**config.mk**
```make
export PLATFORM = sky130hd
export DESIGN_NAME = vertex_attribute_to_float_unit
export DESIGN_NICKNAME = d
export VERILOG_FILES = /design/src/hdl/vatf_pkg.sv /design/src/hdl/vatf_queue.sv /design/src/hdl/vatf_front.sv /design/src/hdl/vatf_back.sv /design/src/hdl/vertex_attribute_to_float_unit.sv
export SDC_FILE = /design/constraint.sdc
export NUM_CORES = 2
export LEC_CHECK = 0
export BUFFER_PORTS_ARGS = -buffer_cell sky130_fd_sc_hd__buf_2
export CORE_MARGIN = 3
export CORE_UTILIZATION = 30
export DETAILED_ROUTE_END_ITERATION = 10
export SLEW_MARGIN = 30
export SYNTH_ARGS = -nofsm -noshare
export SYNTH_HDL_FRONTEND = slang
export SYNTH_SLANG_ARGS = --single-unit
```
**constraint.sdc**
```tcl
create_clock -name clk -period 45 [get_ports clk]
set_input_delay 6.75 -clock clk [delete_from_list [all_inputs] [get_ports clk]]
set_output_delay 6.75 -clock clk [all_outputs]
set_load 0.1 [all_outputs]
```
**src/hdl/vatf_pkg.sv**
```systemverilog
// Types, format codes and divider constants for the vertex attribute converter.
// No dependencies.
`timescale 1ns / 1ps
package vatf_pkg;

  localparam logic [2:0] FMT_UBYTE   = 3'd0;
  localparam logic [2:0] FMT_SNORM16 = 3'd1;
  localparam logic [2:0] FMT_FLOAT   = 3'd2;
  localparam logic [2:0] FMT_SINT16  = 3'd3;
  localparam logic [2:0] FMT_PACKED  = 3'd4;

  localparam logic [2:0]  MAX_COUNT    = 3'd4;
  localparam int          NUM_LANES    = 4;
  localparam logic [31:0] BITS_ONE     = 32'h3F80_0000;
  localparam logic [31:0] BITS_NEG_ONE = 32'hBF80_0000;

  localparam int MANT_W      = 16;
  localparam int RECIP_W     = 42;
  localparam int HALF_W      = 21;
  localparam int PROD_W      = MANT_W + HALF_W;
  localparam int SUM_W       = MANT_W + RECIP_W;
  localparam int RECIP_SHIFT = 31;
  localparam int Q_W         = SUM_W - RECIP_SHIFT;

  // Reciprocals ceil(2^(K+31)/D), K chosen so the quotient lands in [2^25, 2^27).
  localparam logic [63:0] RECIP_255   = ((64'd1 << 49) + 64'd254) / 64'd255;
  localparam logic [63:0] RECIP_32767 = ((64'd1 << 56) + 64'd32766) / 64'd32767;
  localparam logic [63:0] RECIP_1023  = ((64'd1 << 51) + 64'd1022) / 64'd1023;
  localparam logic [63:0] RECIP_511   = ((64'd1 << 50) + 64'd510) / 64'd511;

  typedef enum logic [1:0] {DIV_255, DIV_32767, DIV_1023, DIV_511} div_sel_t;
  typedef enum logic [1:0] {LANE_WORD, LANE_DIV, LANE_INT} lane_kind_t;

  typedef struct packed {
    lane_kind_t        kind;
    logic              neg;
    div_sel_t          div_sel;
    logic [3:0]        lz;
    logic [MANT_W-1:0] mant;
    logic [31:0]       word;
  } lane_op_t;

  typedef struct packed {
    lane_op_t [NUM_LANES-1:0] lane;
    logic                     bad;
  } queue_item_t;

  typedef struct packed {
    logic [2:0]  opcode;
    logic [2:0]  component_count;
    logic [63:0] data_low;
    logic [63:0] data_high;
  } item_t;

  typedef struct packed {
    logic [31:0] value_x;
    logic [31:0] value_y;
    logic [31:0] value_z;
    logic [31:0] value_w;
    logic        bad_format;
  } result_t;

  function automatic logic [RECIP_W-1:0] recip(div_sel_t sel);
    logic [63:0] r;
    unique case (sel)
      DIV_255:   r = RECIP_255;
      DIV_32767: r = RECIP_32767;
      DIV_1023:  r = RECIP_1023;
      DIV_511:   r = RECIP_511;
      default:   r = RECIP_255;
    endcase
    return r[RECIP_W-1:0];
  endfunction

  // 127 + 25 - K for each divisor
  function automatic logic [7:0] exp_base(div_sel_t sel);
    logic [7:0] e;
    unique case (sel)
      DIV_255:   e = 8'd134;
      DIV_32767: e = 8'd127;
      DIV_1023:  e = 8'd132;
      DIV_511:   e = 8'd133;
      default:   e = 8'd134;
    endcase
    return e;
  endfunction

  function automatic lane_op_t word_op(logic [31:0] w);
    lane_op_t op;
    op      = '0;
    op.kind = LANE_WORD;
    op.word = w;
    return op;
  endfunction

  // Normalize a nonzero magnitude so its top bit is set.
  function automatic lane_op_t make_lane(lane_kind_t kind, logic neg,
                                         logic [MANT_W-1:0] mag, div_sel_t sel);
    lane_op_t   op;
    logic [3:0] lz;
    lz = '0;
    for (int b = 0; b < MANT_W; b++) begin
      if (mag[b]) lz = 4'(MANT_W - 1 - b);
    end
    op         = '0;
    op.kind    = kind;
    op.neg     = neg;
    op.div_sel = sel;
    op.lz      = lz;
    op.mant    = mag << lz;
    if (mag == '0) op = word_op('0);
    return op;
  endfunction

endpackage

```
**src/hdl/vatf_queue.sv**
```systemverilog
// Small register queue between the classify front and the convert back.
// Depends on vatf_pkg.
`timescale 1ns / 1ps
module vatf_queue #(
  parameter int DEPTH = 2
) (
  input  logic                   clk,
  input  logic                   rst,
  input  logic                   push,
  input  vatf_pkg::queue_item_t  din,
  output logic                   full,
  input  logic                   pop,
  output logic                   valid,
  output vatf_pkg::queue_item_t  dout
);
  import vatf_pkg::*;

  localparam int PTR_W = (DEPTH > 1) ? $clog2(DEPTH) : 1;
  localparam int CNT_W = $clog2(DEPTH + 1);

  queue_item_t      mem [DEPTH];
  logic [PTR_W-1:0] wr_ptr;
  logic [PTR_W-1:0] rd_ptr;
  logic [CNT_W-1:0] count;

  assign full  = (count == CNT_W'(DEPTH));
  assign valid = (count != '0);
  assign dout  = mem[rd_ptr];

  always_ff @(posedge clk) begin
    if (push) mem[wr_ptr] <= din;
  end

  always_ff @(posedge clk) begin
    if (rst) begin
      wr_ptr <= '0;
      rd_ptr <= '0;
      count  <= '0;
    end else begin
      if (push) wr_ptr <= (wr_ptr == PTR_W'(DEPTH - 1)) ? '0 : wr_ptr + 1'b1;
      if (pop)  rd_ptr <= (rd_ptr == PTR_W'(DEPTH - 1)) ? '0 : rd_ptr + 1'b1;
      if (push && !pop)      count <= count + 1'b1;
      else if (pop && !push) count <= count - 1'b1;
    end
  end

endmodule

```
**src/hdl/vatf_front.sv**
```systemverilog
// Front end: input register and per-lane classification into lane operations.
// Depends on vatf_pkg.
`timescale 1ns / 1ps
module vatf_front (
  input  logic                   clk,
  input  logic                   rst,
  input  logic                   item_valid,
  output logic                   item_stall,
  input  vatf_pkg::item_t        item,
  output logic                   q_push,
  input  logic                   q_full,
  output vatf_pkg::queue_item_t  q_data
);
  import vatf_pkg::*;

  logic  held_valid;
  item_t held;
  logic [2:0] cnt;
  wire lane_op_t [NUM_LANES-1:0] lane_w;

  assign item_stall = held_valid && q_full;
  assign q_push     = held_valid && !q_full;

  always_ff @(posedge clk) begin
    if (rst) begin
      held_valid <= 1'b0;
    end else if (!item_stall) begin
      held_valid <= item_valid;
    end
  end

  always_ff @(posedge clk) begin
    if (item_valid && !item_stall) held <= item;
  end

  assign cnt = (held.component_count > MAX_COUNT) ? MAX_COUNT : held.component_count;

  for (genvar i = 0; i < NUM_LANES; i++) begin : g_lane
    logic              act;
    logic [31:0]       dflt;
    logic [15:0]       s16;
    logic [15:0]       s16_mag;
    logic [31:0]       fword;
    lane_op_t          packed_op;
    lane_op_t          lane_q;

    assign act     = (3'(i) < cnt);
    assign dflt    = (i == NUM_LANES - 1) ? BITS_ONE : 32'd0;
    assign s16     = held.data_low[16*i +: 16];
    assign s16_mag = s16[15] ? (~s16 + 16'd1) : s16;

    if (i < 2) begin : g_flo
      assign fword = held.data_low[32*i +: 32];
    end else begin : g_fhi
      assign fword = held.data_high[32*(i-2) +: 32];
    end

    if (i == 2) begin : g_pz
      logic [9:0] f;
      logic [9:0] fm;
      assign f  = held.data_low[31:22];
      assign fm = f[9] ? (~f + 10'd1) : f;
      assign packed_op = (f == 10'h200) ? word_op(BITS_NEG_ONE)
                       : make_lane(LANE_DIV, f[9], {6'd0, fm}, DIV_511);
    end else if (i < 2) begin : g_pxy
      logic [10:0] f;
      logic [10:0] fm;
      assign f  = held.data_low[11*i +: 11];
      assign fm = f[10] ? (~f + 11'd1) : f;
      assign packed_op = (f == 11'h400) ? word_op(BITS_NEG_ONE)
                       : make_lane(LANE_DIV, f[10], {5'd0, fm}, DIV_1023);
    end else begin : g_pw
      assign packed_op = word_op(dflt);
    end

    always_comb begin
      lane_q = word_op(dflt);
      unique case (held.opcode)
        FMT_UBYTE: begin
          if (act) lane_q = make_lane(LANE_DIV, 1'b0, {8'd0, held.data_low[8*i +: 8]}, DIV_255);
        end
        FMT_SNORM16: begin
          if (act) lane_q = (s16 == 16'h8000) ? word_op(BITS_NEG_ONE)
                          : make_lane(LANE_DIV, s16[15], s16_mag, DIV_32767);
        end
        FMT_FLOAT: begin
          if (act) lane_q = word_op(fword);
        end
        FMT_SINT16: begin
          if (act) lane_q = make_lane(LANE_INT, s16[15], s16_mag, DIV_255);
        end
        FMT_PACKED: begin
          lane_q = packed_op;
        end
        default: ;
      endcase
    end

    assign lane_w[i] = lane_q;
  end

  assign q_data = {lane_w, (held.opcode > FMT_PACKED)};

endmodule

```
**src/hdl/vatf_back.sv**
```systemverilog
// Back end: reciprocal multiply, normalize, round and pack into IEEE singles.
// Depends on vatf_pkg.
`timescale 1ns / 1ps
module vatf_back (
  input  logic                   clk,
  input  logic                   rst,
  input  logic                   q_valid,
  input  vatf_pkg::queue_item_t  q_data,
  output logic                   q_pop,
  output logic                   result_valid,
  input  logic                   result_stall,
  output vatf_pkg::result_t      result
);
  import vatf_pkg::*;

  logic        adv;
  logic        s1_valid;
  queue_item_t s1_item;
  logic [31:0] lane_val [NUM_LANES];

  assign adv   = !result_valid || !result_stall;
  assign q_pop = adv && q_valid;

  always_ff @(posedge clk) begin
    if (rst) begin
      s1_valid <= 1'b0;
    end else if (adv) begin
      s1_valid <= q_valid;
    end
  end

  always_ff @(posedge clk) begin
    if (adv) s1_item <= q_data;
  end

  for (genvar i = 0; i < NUM_LANES; i++) begin : g_lane
    logic [RECIP_W-1:0] rc;
    logic [PROD_W-1:0]  prod_hi;
    logic [PROD_W-1:0]  prod_lo;
    logic [SUM_W-1:0]   sum;
    logic [Q_W-1:0]     quo;
    logic               lead;
    logic [22:0]        frac;
    logic               rnd;
    logic [7:0]         ex;
    logic [30:0]        mag_bits;
    logic [31:0]        div_val;
    logic [31:0]        int_val;
    lane_op_t           op;

    assign rc = recip(q_data.lane[i].div_sel);

    always_ff @(posedge clk) begin
      if (adv) begin
        prod_hi <= PROD_W'(q_data.lane[i].mant * rc[RECIP_W-1:HALF_W]);
        prod_lo <= PROD_W'(q_data.lane[i].mant * rc[HALF_W-1:0]);
      end
    end

    assign op       = s1_item.lane[i];
    assign sum      = {prod_hi, {HALF_W{1'b0}}} + SUM_W'(prod_lo);
    assign quo      = sum[SUM_W-1:RECIP_SHIFT];
    assign lead     = quo[Q_W-1];
    assign frac     = lead ? quo[Q_W-2:3] : quo[Q_W-3:2];
    assign rnd      = lead ? quo[2] : quo[1];
    assign ex       = exp_base(op.div_sel) + {7'd0, lead} - {4'd0, op.lz};
    assign mag_bits = {ex, frac} + {30'd0, rnd};
    assign div_val  = {op.neg, mag_bits};
    assign int_val  = {op.neg, 8'(8'd142 - {4'd0, op.lz}), op.mant[MANT_W-2:0], 8'd0};

    always_comb begin
      unique case (op.kind)
        LANE_WORD: lane_val[i] = op.word;
        LANE_DIV:  lane_val[i] = div_val;
        LANE_INT:  lane_val[i] = int_val;
        default:   lane_val[i] = op.word;
      endcase
    end
  end

  always_ff @(posedge clk) begin
    if (rst) begin
      result_valid <= 1'b0;
    end else if (adv) begin
      result_valid <= s1_valid;
    end
  end

  always_ff @(posedge clk) begin
    if (adv) begin
      result.value_x    <= lane_val[0];
      result.value_y    <= lane_val[1];
      result.value_z    <= lane_val[2];
      result.value_w    <= lane_val[3];
      result.bad_format <= s1_item.bad;
    end
  end

endmodule

```
**src/hdl/vertex_attribute_to_float_unit.sv**
```systemverilog
// Vertex attribute to float converter, top level: front, queue, back.
// An accepted item passes the front register, the queue and the back end.
// Throughput one item per cycle unless result_stall or a full queue holds it;
// set by the front register and the two-stage multiply/pack back end.
// Synchronous active-high reset empties the pipeline and the queue.
`timescale 1ns / 1ps
module vertex_attribute_to_float_unit #(
  parameter int QUEUE_DEPTH = 2
) (
  input  logic                clk,
  input  logic                rst,
  input  logic                item_valid,
  output logic                item_stall,
  input  vatf_pkg::item_t     item,
  output logic                result_valid,
  input  logic                result_stall,
  output vatf_pkg::result_t   result
);
  import vatf_pkg::*;

  logic        q_push;
  logic        q_full;
  logic        q_pop;
  logic        q_valid;
  queue_item_t q_in;
  queue_item_t q_out;

  vatf_front u_front (
    .clk        (clk),
    .rst        (rst),
    .item_valid (item_valid),
    .item_stall (item_stall),
    .item       (item),
    .q_push     (q_push),
    .q_full     (q_full),
    .q_data     (q_in)
  );

  vatf_queue #(
    .DEPTH (QUEUE_DEPTH)
  ) u_queue (
    .clk   (clk),
    .rst   (rst),
    .push  (q_push),
    .din   (q_in),
    .full  (q_full),
    .pop   (q_pop),
    .valid (q_valid),
    .dout  (q_out)
  );

  vatf_back u_back (
    .clk          (clk),
    .rst          (rst),
    .q_valid      (q_valid),
    .q_data       (q_out),
    .q_pop        (q_pop),
    .result_valid (result_valid),
    .result_stall (result_stall),
    .result       (result)
  );

endmodule

```
==> run summary <==
result of the run - completed
share of the synthesized area in the top cell type - 37.6%
endpoint of the worst register-to-register path - u_back.g_lane[0].prod_hi[34]
Cell Pwr Density - 67.8 nW/um^2
Root Driver - sky130_fd_sc_hd__clkbuf_16
critical path's largest stage delay - 0.82 ns
cells resized by post-CTS repair - 0
area delta synth->final - 11.9%
Levels on crit path - 6
final period utilization - 22.4%
drc violations - 0
launch point of the critical path - result_stall
worst hold path type - flop to flop
Seq cells post-synth - 1146
cell occurring most often along the worst timing path - sky130_fd_sc_hd__buf_4
area of the core - 301000 sq um
clock tree from TritonCTS - done
CTS hold repair buffers - 0
clock buffers created by TritonCTS - 141
via count of the first global-routing pass - 65.8k
relative slew slack - 32.8%
ranking of synthesized cells by area - sky130_fd_sc_hd__edfxtp_1 38%, sky130_fd_sc_hd__ha_1 17%, sky130_fd_sc_hd__fa_1 8.4%
CTS Sinks - 1146
post-detailed-placement half-perimeter wirelength - 208 mm
total count of max-transition violations in the final report - 0
global-route congestion overflow total - 0
Post-layout nets - 10.5k
violation count after the first detailed-routing iteration - 5190
detailed-route wire length per cell - 20.8 microns
sort of element at the end of the critical path - flop
Ys Warns - 0
Post-Route Skew - 0.0521 ns
post-synth cell types - 102
total length of routed wires - 266 mm
Port Buf Inserts - 268
Antenna Nets Post-Route - 0
Buffers & Inverters on Critical Path - 5
buffers inserted by post-CTS timing repair - 0
Clk Latency, worst-skew pair - 0.81 ns
synthesized cell area - 90800 sq um
cells on worst reg2reg path - 27
critical path class - input pin to flop
Static Leak - 45.2 nW
reg2reg setup slack - 35.88 ns
Final Hold Violating Endpoints - 0
maximum capacitance violations - 0
CP max FO - 76
maximum buffer depth of the clock tree - 4
crit start category - input pin
worst hold slack across all endpoints - 0.428 ns
number of flops mapped to enable cells by yosys - 1138
fraction of layout cells with a size suffix above 1 - 10.3%
Endpoint, Worst Hold - u_back.result[0]
initial standard-cell utilization of the core - 30.2%
# IOs - 269
final weighted congestion in routability-driven placement - 0.915
full die area - 309000 sq um
per-instance average area after synthesis - 10.7 sq um
Setup WS post-layout - 34.91 ns
Slowest-stage cell, CP - sky130_fd_sc_hd__buf_4
# H-tree levels - 4
number of setup violations in the final report - 0
Post-Syn Instances - 8478
Placement Setup Slack - 33.84 ns
initial antenna violation count - 28
floorplan die width - 556 microns
min cycle time layout - 10.09 ns
asr flop ratio synth - 0%
Die Y-Extent - 556 microns
routed via count divided by cell count - 5.09
Std-Cell Rows - 201
setup repair after global routing missed its margin - false
max frequency - 99.1 MHz
cell area after placement - 96900 sq um
global-route total usage across every layer - 16.8%
pin count of the biggest net entering global routing - 144
Max VDD drop - 0.0553 mV
wire length of the first global-routing pass - 403 mm
critical-path cell list - buf_2 > nand2_8 > buf_4 > buf_4 > buf_4 > buf_4
worst path required time - 45.39 ns
top cell type by total area after synthesis - sky130_fd_sc_hd__edfxtp_1
cell area after layout - 102000 sq um
Clock Pin Slew Worst Setup and Hold Paths - 0.06 ns
Top FF cell, synth - sky130_fd_sc_hd__edfxtp_1
Overall Power - 6.89 mW
critical path's top delay family - buffers and inverters
vias after detailed routing - 65.1k
sequential element share of the synthesized area - 37.8%
Fin Setup TNS - 0 ns
start point of the worst min-delay path - u_back.s1_item[0]
arrival time of the worst setup path - 10.49 ns
Hold Path Stages - 0
first drt pass iteration count - 6
transition at the pin with the smallest max-transition slack - 1.00 ns
==> through the flow <==
stage          utilization, %  std cells
5_1_grt                  33.8      12793
6_report                 33.8      12795
4_1_cts                  33.8      12784
3_5_place_dp             32.3      12540
2_1_floorplan               -       8498
3_3_place_gp             32.2      12540
==> Yosys cell counts (109+ instances only) <==
cell type,n
sky130_fd_sc_hd__ha_1,1234
sky130_fd_sc_hd__and2_1,195
sky130_fd_sc_hd__mux2_2,217
sky130_fd_sc_hd__a21o_1,109
sky130_fd_sc_hd__o21ai_0,349
sky130_fd_sc_hd__nor3_1,154
sky130_fd_sc_hd__xor2_1,161
sky130_fd_sc_hd__inv_1,980
sky130_fd_sc_hd__nand2_1,552
sky130_fd_sc_hd__fa_1,382
sky130_fd_sc_hd__mux2i_1,169
sky130_fd_sc_hd__a21oi_1,331
sky130_fd_sc_hd__nor2_1,456
sky130_fd_sc_hd__nand3_1,140
sky130_fd_sc_hd__nor2b_1,204
sky130_fd_sc_hd__edfxtp_1,1138
sky130_fd_sc_hd__xnor2_1,261
sky130_fd_sc_hd__clkbuf_1,225
==> where the power goes <==
part | internal (mW) | switching (mW)
sequential | 1.59 | 0.212
combinational | 1.44 | 2.51
clock | 0.675 | 0.461
==> per-layer routing <==
layer	wire length [microns]	up-vias	track usage [%]
li1	-	30801	-
met1	122000	32023	23.3
met2	123000	1869	27.5
met3	14200	389	2.34
met4	7470	10	4.70
met5	73	-	0
==> cell usage in the layout (no fill, tap or decap), types with 36 or more instances in the layout <==
cell type and n:
sky130_fd_sc_hd__nand4_1 68, sky130_fd_sc_hd__and2_1 195, sky130_fd_sc_hd__o21ai_0 347, sky130_fd_sc_hd__a31oi_1 46, sky130_fd_sc_hd__a22oi_1 56, sky130_fd_sc_hd__buf_2 268
sky130_fd_sc_hd__inv_1 980, sky130_fd_sc_hd__nand3_1 140, sky130_fd_sc_hd__o22ai_1 39, sky130_fd_sc_hd__o21a_1 50, sky130_fd_sc_hd__or3_1 59, sky130_fd_sc_hd__nor4_1 42
sky130_fd_sc_hd__fa_1 382, sky130_fd_sc_hd__mux2i_1 165, sky130_fd_sc_hd__o211ai_1 55, sky130_fd_sc_hd__o31ai_1 43, sky130_fd_sc_hd__xor2_1 160, sky130_fd_sc_hd__a211oi_1 61
sky130_fd_sc_hd__edfxtp_1 1138, sky130_fd_sc_hd__or2_2 39, sky130_fd_sc_hd__ha_1 1232, sky130_fd_sc_hd__xnor2_1 261, sky130_fd_sc_hd__and3_1 51, sky130_fd_sc_hd__nor2_1 452
sky130_fd_sc_hd__clkbuf_16 144, sky130_fd_sc_hd__o221ai_1 36, sky130_fd_sc_hd__nand2b_1 73, sky130_fd_sc_hd__nor2b_1 203, sky130_fd_sc_hd__a21oi_1 330, sky130_fd_sc_hd__nand2_1 551
sky130_fd_sc_hd__a21o_1 109, sky130_fd_sc_hd__nor3_1 150, sky130_fd_sc_hd__buf_4 86, sky130_fd_sc_hd__mux2_2 217
==> sequential cells by signal, summed over array words and instances, names as in the netlist, named ones only <==
signal                 cells
u_back.g_lane.div_val      4
u_back.g_lane.prod_lo     52
u_back.s1_item             1
u_front.held               6
u_back.result_valid        1
u_queue.wr_ptr             1
u_front.held_valid         1
u_back.g_lane.int_val     59
u_back.s1_valid            1
u_queue.mem              456
u_queue.count              2
u_back.result            129
u_queue.rd_ptr             1
u_back.g_lane.prod_hi    144
u_front.g_lane.fword     128
u_back.g_lane.op         159
==> worst reg2reg max path, cell delays in order, from the launching register on <==
cell,delay [ns]
sky130_fd_sc_hd__dfxtp_4,0.68
sky130_fd_sc_hd__buf_4,0.70
sky130_fd_sc_hd__buf_4,0.52
sky130_fd_sc_hd__mux2_2,0.56
sky130_fd_sc_hd__inv_1,0.18
sky130_fd_sc_hd__ha_1,0.41
sky130_fd_sc_hd__and2_1,0.38
sky130_fd_sc_hd__ha_1,0.21
sky130_fd_sc_hd__inv_1,0.05
sky130_fd_sc_hd__fa_1,0.50
sky130_fd_sc_hd__inv_1,0.05
sky130_fd_sc_hd__fa_1,0.50
sky130_fd_sc_hd__inv_1,0.06
sky130_fd_sc_hd__fa_1,0.50
sky130_fd_sc_hd__fa_1,0.50
sky130_fd_sc_hd__inv_1,0.05
sky130_fd_sc_hd__fa_1,0.44
sky130_fd_sc_hd__ha_1,0.34
sky130_fd_sc_hd__nor2_1,0.05
sky130_fd_sc_hd__nor2_1,0.14
sky130_fd_sc_hd__o311a_1,0.24
sky130_fd_sc_hd__a311oi_1,0.17
sky130_fd_sc_hd__a211o_1,0.34
sky130_fd_sc_hd__a21oi_1,0.33
sky130_fd_sc_hd__o221ai_1,0.26
sky130_fd_sc_hd__a211oi_1,0.41
sky130_fd_sc_hd__o21ai_0,0.16
sky130_fd_sc_hd__xnor2_1,0.14
==> how the worst max path moves through the flow <==
stage,to
2_1_floorplan,u_queue.count[1]
3_3_place_gp,u_back.result[75]
3_5_place_dp,u_back.result[75]
4_1_cts,u_back.result[70]
5_1_grt,u_back.g_lane[2].prod_lo[26]
6_report,u_back.g_lane[2].prod_hi[11]
==> logic make-up after synthesis <==
family,Yosys count,share of synthesized area (%)
and+or+nand+nor,2152,12.0
adders and majority gates,1620,25.5
AOI/OAI and AO/OA,1483,10.8
buffers and inverters,1265,5.25
DFF,1146,37.8
xor gates and xnor gates,423,4.09
muxes,387,4.58
other,2,0.00827
==> area by class of cell <==
type / count / area, sq um
multi-input combinational: 6087 / 51900
fill: 29973 / 199000
inverter: 991 / 3720
antenna: 10 / 25.0
clock buffer: 166 / 3690
tap: 3958 / 4950
timing repair buffer: 359 / 2060
sequential: 1146 / 34300
clock inverter: 78 / 855
(Power assumes the default switching activity.)
